[src/bts_pkg.sv]
// Shared types and constants for the binary trie string set.
`default_nettype none
package bts_pkg;

	localparam int NodeCountDefault = 4096;
	localparam int BitsPerSymbol    = 8;
	localparam int BitIdxW          = $clog2(BitsPerSymbol);

	localparam logic OpInsert = 1'b0;
	localparam logic OpFind   = 1'b1;

	localparam logic StatusOk       = 1'b0;
	localparam logic StatusOverflow = 1'b1;

	typedef struct packed {
		logic       opcode;
		logic [7:0] byte_value;
		logic       byte_present;
		logic       last;
	} in_item_t;

	typedef struct packed {
		logic found;
		logic status;
	} out_item_t;

	typedef enum logic [2:0] {
		ST_IDLE,
		ST_WALK_RD,
		ST_WALK_EV,
		ST_LINK,
		ST_ALLOC,
		ST_END,
		ST_TAIL,
		ST_RESULT
	} state_t;

	typedef struct packed {
		logic latch;     // capture the input item
		logic rd_cur;    // read node at cursor
		logic follow;    // step to existing child, read it
		logic lose;      // find miss
		logic overflow;  // pool exhausted
		logic link_wr;   // write parent with new link
		logic alloc;     // clear new node, step into it
		logic mark_wr;   // set word end at cursor
		logic finish;    // load result, clear string state
	} cmd_t;

	typedef struct packed {
		logic lost;
		logic insert;
		logic last;
		logic link_nz;
		logic pool_ok;
		logic last_bit;
		logic out_free;
	} stat_t;

endpackage
`default_nettype wire

[src/bts_ctrl.sv]
// Sequencer for trie walks, node allocation and result transfer.
`default_nettype none
module bts_ctrl (
	input  wire logic          clk,
	input  wire logic          arst_n,
	input  wire logic          req_valid,
	input  wire logic          req_present,
	input  wire bts_pkg::stat_t stat,
	output bts_pkg::cmd_t      cmd,
	output logic               req_stall
);

	bts_pkg::state_t state_q, state_d;

	always_ff @(posedge clk or negedge arst_n) begin
		if (!arst_n) begin
			state_q <= bts_pkg::ST_IDLE;
		end else begin
			state_q <= state_d;
		end
	end

	always_comb begin
		state_d   = state_q;
		cmd       = '0;
		req_stall = 1'b1;
		unique case (state_q)
			bts_pkg::ST_IDLE: begin
				req_stall = 1'b0;
				if (req_valid) begin
					cmd.latch = 1'b1;
					state_d   = (req_present && !stat.lost) ? bts_pkg::ST_WALK_RD
						: bts_pkg::ST_END;
				end
			end
			bts_pkg::ST_WALK_RD: begin
				cmd.rd_cur = 1'b1;
				state_d    = bts_pkg::ST_WALK_EV;
			end
			bts_pkg::ST_WALK_EV: begin
				priority if (stat.link_nz) begin
					cmd.follow = 1'b1;
					state_d    = stat.last_bit ? bts_pkg::ST_END : bts_pkg::ST_WALK_EV;
				end else if (!stat.insert) begin
					cmd.lose = 1'b1;
					state_d  = bts_pkg::ST_END;
				end else if (stat.pool_ok) begin
					state_d = bts_pkg::ST_LINK;
				end else begin
					cmd.overflow = 1'b1;
					state_d      = bts_pkg::ST_END;
				end
			end
			bts_pkg::ST_LINK: begin
				cmd.link_wr = 1'b1;
				state_d     = bts_pkg::ST_ALLOC;
			end
			bts_pkg::ST_ALLOC: begin
				cmd.alloc = 1'b1;
				state_d   = stat.last_bit ? bts_pkg::ST_END : bts_pkg::ST_WALK_EV;
			end
			bts_pkg::ST_END: begin
				priority if (!stat.last) begin
					state_d = bts_pkg::ST_IDLE;
				end else if (stat.lost) begin
					state_d = bts_pkg::ST_RESULT;
				end else begin
					cmd.rd_cur = 1'b1;
					state_d    = bts_pkg::ST_TAIL;
				end
			end
			bts_pkg::ST_TAIL: begin
				cmd.mark_wr = stat.insert;
				state_d     = bts_pkg::ST_RESULT;
			end
			bts_pkg::ST_RESULT: begin
				if (stat.out_free) begin
					cmd.finish = 1'b1;
					state_d    = bts_pkg::ST_IDLE;
				end
			end
			default: begin
				state_d = bts_pkg::ST_IDLE;
			end
		endcase
	end

endmodule
`default_nettype wire

[config.mk]
export PLATFORM = sky130hd
export DESIGN_NAME = bts_ctrl
export DESIGN_NICKNAME = d
export VERILOG_FILES = /design/src/bts_pkg.sv /design/src/bts_ctrl.sv
export SDC_FILE = /design/constraint.sdc
export NUM_CORES = 1
export LEC_CHECK = 0
export BUFFER_PORTS_ARGS = -buffer_cell sky130_fd_sc_hd__buf_2
export CAP_MARGIN = 10
export CORE_AREA = 2 2 39 41
export CTS_CLUSTER_DIAMETER = 30
export CTS_CLUSTER_SIZE = 24
export DETAILED_ROUTE_END_ITERATION = 10
export DIE_AREA = 0 0 41 43
export GPL_ROUTABILITY_DRIVEN = 0
export RECOVER_POWER = 50
export SYNTH_ARGS = -nofsm -noshare
export SYNTH_HDL_FRONTEND = slang
export SYNTH_SLANG_ARGS = --single-unit
[constraint.sdc]
create_clock -name clk -period 2.07 [get_ports clk]
set_input_delay 0 -clock clk [delete_from_list [all_inputs] [get_ports clk]]
set_output_delay 0 -clock clk [all_outputs]
set_load 0.01 [all_outputs]
==> results.sh <==
export IMPL_hold_class="primary input to flip-flop"
export IMPL_slew_viol_final=0
export IMPL_wl_met3_um=61
export IMPL_finalSetupTns_ns=0
export IMPL_path_cells="inv_1, or3_4, nor4b_4, buf_2"
export IMPL_start_util=0.296
export IMPL_vias=428
export IMPL_crit_path_end_kind="primary output"
export IMPL_outcome="complete, no violations"
export IMPL_avgViaCountPerCell=4.86
export IMPL_finish_utilization=0.386
export IMPL_grt_pass1_vias=359
export IMPL_die_y_um=43
export IMPL_register_area_um2=75.1
export IMPL_cts_buffers=3
export IMPL_fillCellCount=152
export IMPL_grt_usage=0.122
export IMPL_ys_warn_count=0
export IMPL_synth_mux_area_fraction=0
export IMPL_n_antenna_cell=0
export IMPL_synth_cell_types=29
export IMPL_synthArstFlopShare=1.00
export IMPL_min_period_ns=1.61
export IMPL_wl_per_cell_um=10.6
export IMPL_top_layer="met4"
export IMPL_antenna_found_initial=0
export IMPL_fmax_mhz=622
export IMPL_grt_pass1_wl_um=1440
export IMPL_hold_start="stat[6]"
export IMPL_p_leak_nw=0.248
export IMPL_clk_pin_slew_worst_paths_ns=0.04
export IMPL_synth_adder_area_share=0
export IMPL_routed_wl_met2_um=434
export IMPL_largest_reg_flops=3
export IMPL_cts_setup_buffers=0
export IMPL_clock_sinks=3
export IMPL_cts_tree="built"
export IMPL_ant_nets=0
export IMPL_arrival_ns=1.61
export IMPL_yosys_area_share_xor_xnor=0
export IMPL_ys_ff_latch=3
export IMPL_rsz0062_at_grt="false"
export IMPL_rows=14
export IMPL_r2r_start="state_q[0]$_DFFE_PN0P_"
export IMPL_synth_top_area_cell="dfrtp_1"
export IMPL_drtIter0Drc=11
export IMPL_relSlewSlack=0.722
export IMPL_grt_max_degree=14
export IMPL_drt_met1_wl_um=404
export IMPL_slowest_stage="dfrtp_1"
export IMPL_dp_hpwl_um=726
export IMPL_min_to="state_q[0]$_DFFE_PN0P_"
export IMPL_die_w_um=41
export IMPL_synth_top_cell_area_share=0.183
export IMPL_fin_nets=84
export IMPL_ios=21
export IMPL_fin_cells=88
export IMPL_tightest_slew_ns=0.414
export IMPL_syn_nets=61
export IMPL_synth_ff_type="dfrtp_1"
export IMPL_worstPathRequired_ns=2.07
export IMPL_layout_drive_gt1_share=0.375
export IMPL_path_delay_family="simple AND/OR/NAND/NOR gates"
export IMPL_wl_um=935
export IMPL_slowest_delay_ns=0.48
export IMPL_setup_violations=0
export IMPL_final_cell_area_um2=534
export IMPL_grt_overflow=0
export IMPL_syn_inst=50
export IMPL_ys_seq_area_frac=0.183
export IMPL_r2r_worst_path_cells=4
export IMPL_reg2reg_to="state_q[2]$_DFFE_PN0P_"
export IMPL_clk_latency_ns=0.24
export IMPL_first_pass_iters=4
export IMPL_p_per_area_nw_per_um2=1330
export IMPL_top_register="state_q"
export IMPL_yosys_area_share_simple=0.419
export IMPL_placed_cell_area_um2=494
export IMPL_clockBufferDepth=2
export IMPL_crit_buf_inv=2
export IMPL_coreArea_um2=1380
export IMPL_die_area_um2=1760
export IMPL_synth_top_family_by_area="simple AND/OR/NAND/NOR gates"
export IMPL_ir_worst_vdd_v=0.000524
export IMPL_cp_start_kind="flip-flop"
export IMPL_htree_levels=1
export IMPL_io_buffers=20
export IMPL_synth_area_leaders="dfrtp_1, a2111oi_4, nor2_1, nor4b_4, buf_6"
export IMPL_root_buffer="clkbuf_4"
export IMPL_clock_skew_ns=0.00187
export IMPL_multi_input_area_um2=284
export IMPL_synth_area_per_cell_um2=8.18
export IMPL_hold_viol_final=0
export IMPL_critPathMaxFanout=9
export IMPL_synth_compound_area_share=0.275
export IMPL_dpl_cell_count=82
export IMPL_synth_edff_count=0
export IMPL_whs_ns=0.0366
export IMPL_hold_depth=3
export IMPL_netlist_area_um2=409
export IMPL_largest_registers="state_q (3)"
export IMPL_area_delta_synth_final_pct=30.6
export IMPL_final_period_utilization=0.777
export IMPL_crit_type="flip-flop to primary output"
export IMPL_r2r_slack_ns=0.64
export IMPL_drc=0
export IMPL_maxCapViolCount=0
-- stage by stage --
stage	setup slack [ns]	total power [mW]
floorplan	0.793	0.551
global placement	0.648	0.608
detailed placement	0.637	0.606
CTS	0.454	0.720
global route	0.405	0.770
finish	0.461	0.709
-- kinds of logic after synthesis --
kind of cell	count (synthesis)
AO/OA/AOI/OAI	13
buffers and inverters	8
flip-flops	3
AND/OR/NAND/NOR	26
-- layer usage --
layer  vias to the layer above  track usage
li1                        224            -
met1                       182        0.151
met2                        16        0.175
met3                         6       0.0209
met4                         0        0.100
met5                         -            0
-- layout by cell type (no fill, tap or decap) --
cell type / synthesis / final
buf_2: 1 / 15
nor2_1: 7 / 7
clkbuf_1: 0 / 6
inv_1: 4 / 4
nand2_1: 3 / 3
nor3_1: 3 / 3
a21oi_1: 3 / 3
clkbuf_4: 0 / 3
dfrtp_1: 3 / 3
and2_1: 2 / 2
nand2b_1: 2 / 2
or3_4: 2 / 2
o21ai_0: 1 / 2
dlygate4sd3_1: 0 / 2
nor2b_1: 1 / 1
a21boi_0: 1 / 1
nor4b_4: 1 / 1
nand3_1: 1 / 1
and3b_1: 1 / 1
o22ai_1: 1 / 1
a221o_1: 1 / 1
or2b_2: 1 / 1
or2b_4: 1 / 1
o21ai_2: 1 / 1
and3_2: 1 / 1
a2111oi_4: 1 / 1
o22ai_2: 1 / 1
a31oi_1: 1 / 1
o221ai_1: 1 / 1
-- cell usage after synthesis (2+ instances only) --
cell	instances
dfrtp_1	3
nor2_1	7
a21oi_1	3
and2_1	2
nand2b_1	2
or3_4	2
nor3_1	3
buf_6	2
nand2_1	3
inv_1	4
-- power by group --
| part | internal, mW | switching (mW) |
|---|---|---|
| Clock | 0.0726 | 0.0354 |
| Combinational | 0.218 | 0.209 |
| Sequential | 0.0907 | 0.0841 |
| Total | 0.381 | 0.328 |
-- worst max-delay path by stage --
stage                           startpoint                endpoint  slack [ns]  cells past startpoint
global placement    state_q[0]$_DFFE_PN0P_  state_q[2]$_DFFE_PN0P_        0.65                      4
floorplan           state_q[1]$_DFFE_PN0P_  state_q[2]$_DFFE_PN0P_        0.79                      5
detailed placement  state_q[0]$_DFFE_PN0P_  state_q[2]$_DFFE_PN0P_        0.64                      4
finish              state_q[1]$_DFFE_PN0P_                  cmd[4]        0.46                      4
global route        state_q[1]$_DFFE_PN0P_                  cmd[4]        0.41                      4
CTS                 state_q[1]$_DFFE_PN0P_                  cmd[4]        0.45                      4
-- worst register-to-register path: cells and delay by family (launching register included) --
family	cells	cell delay, ns
AO/OA/AOI/OAI	2	0.37
AND/OR/NAND/NOR	2	0.46
flip-flops	1	0.48
-- timing repair --
item | CTS | global route
gates resized for setup | 0 | 0
hold endpoints to repair | 4 | 0
hold buffers | 2 | 0
-- layout make-up --
type                            instances  share of cell area
Inverter                                4              0.0281
Tap cell                               16              0.0375
Multi-Input combinational cell         39               0.532
Sequential cell                         3               0.141
Clock buffer                            4              0.0492
Timing Repair Buffer                   22               0.213
Power figures use the tool's default switching activity.
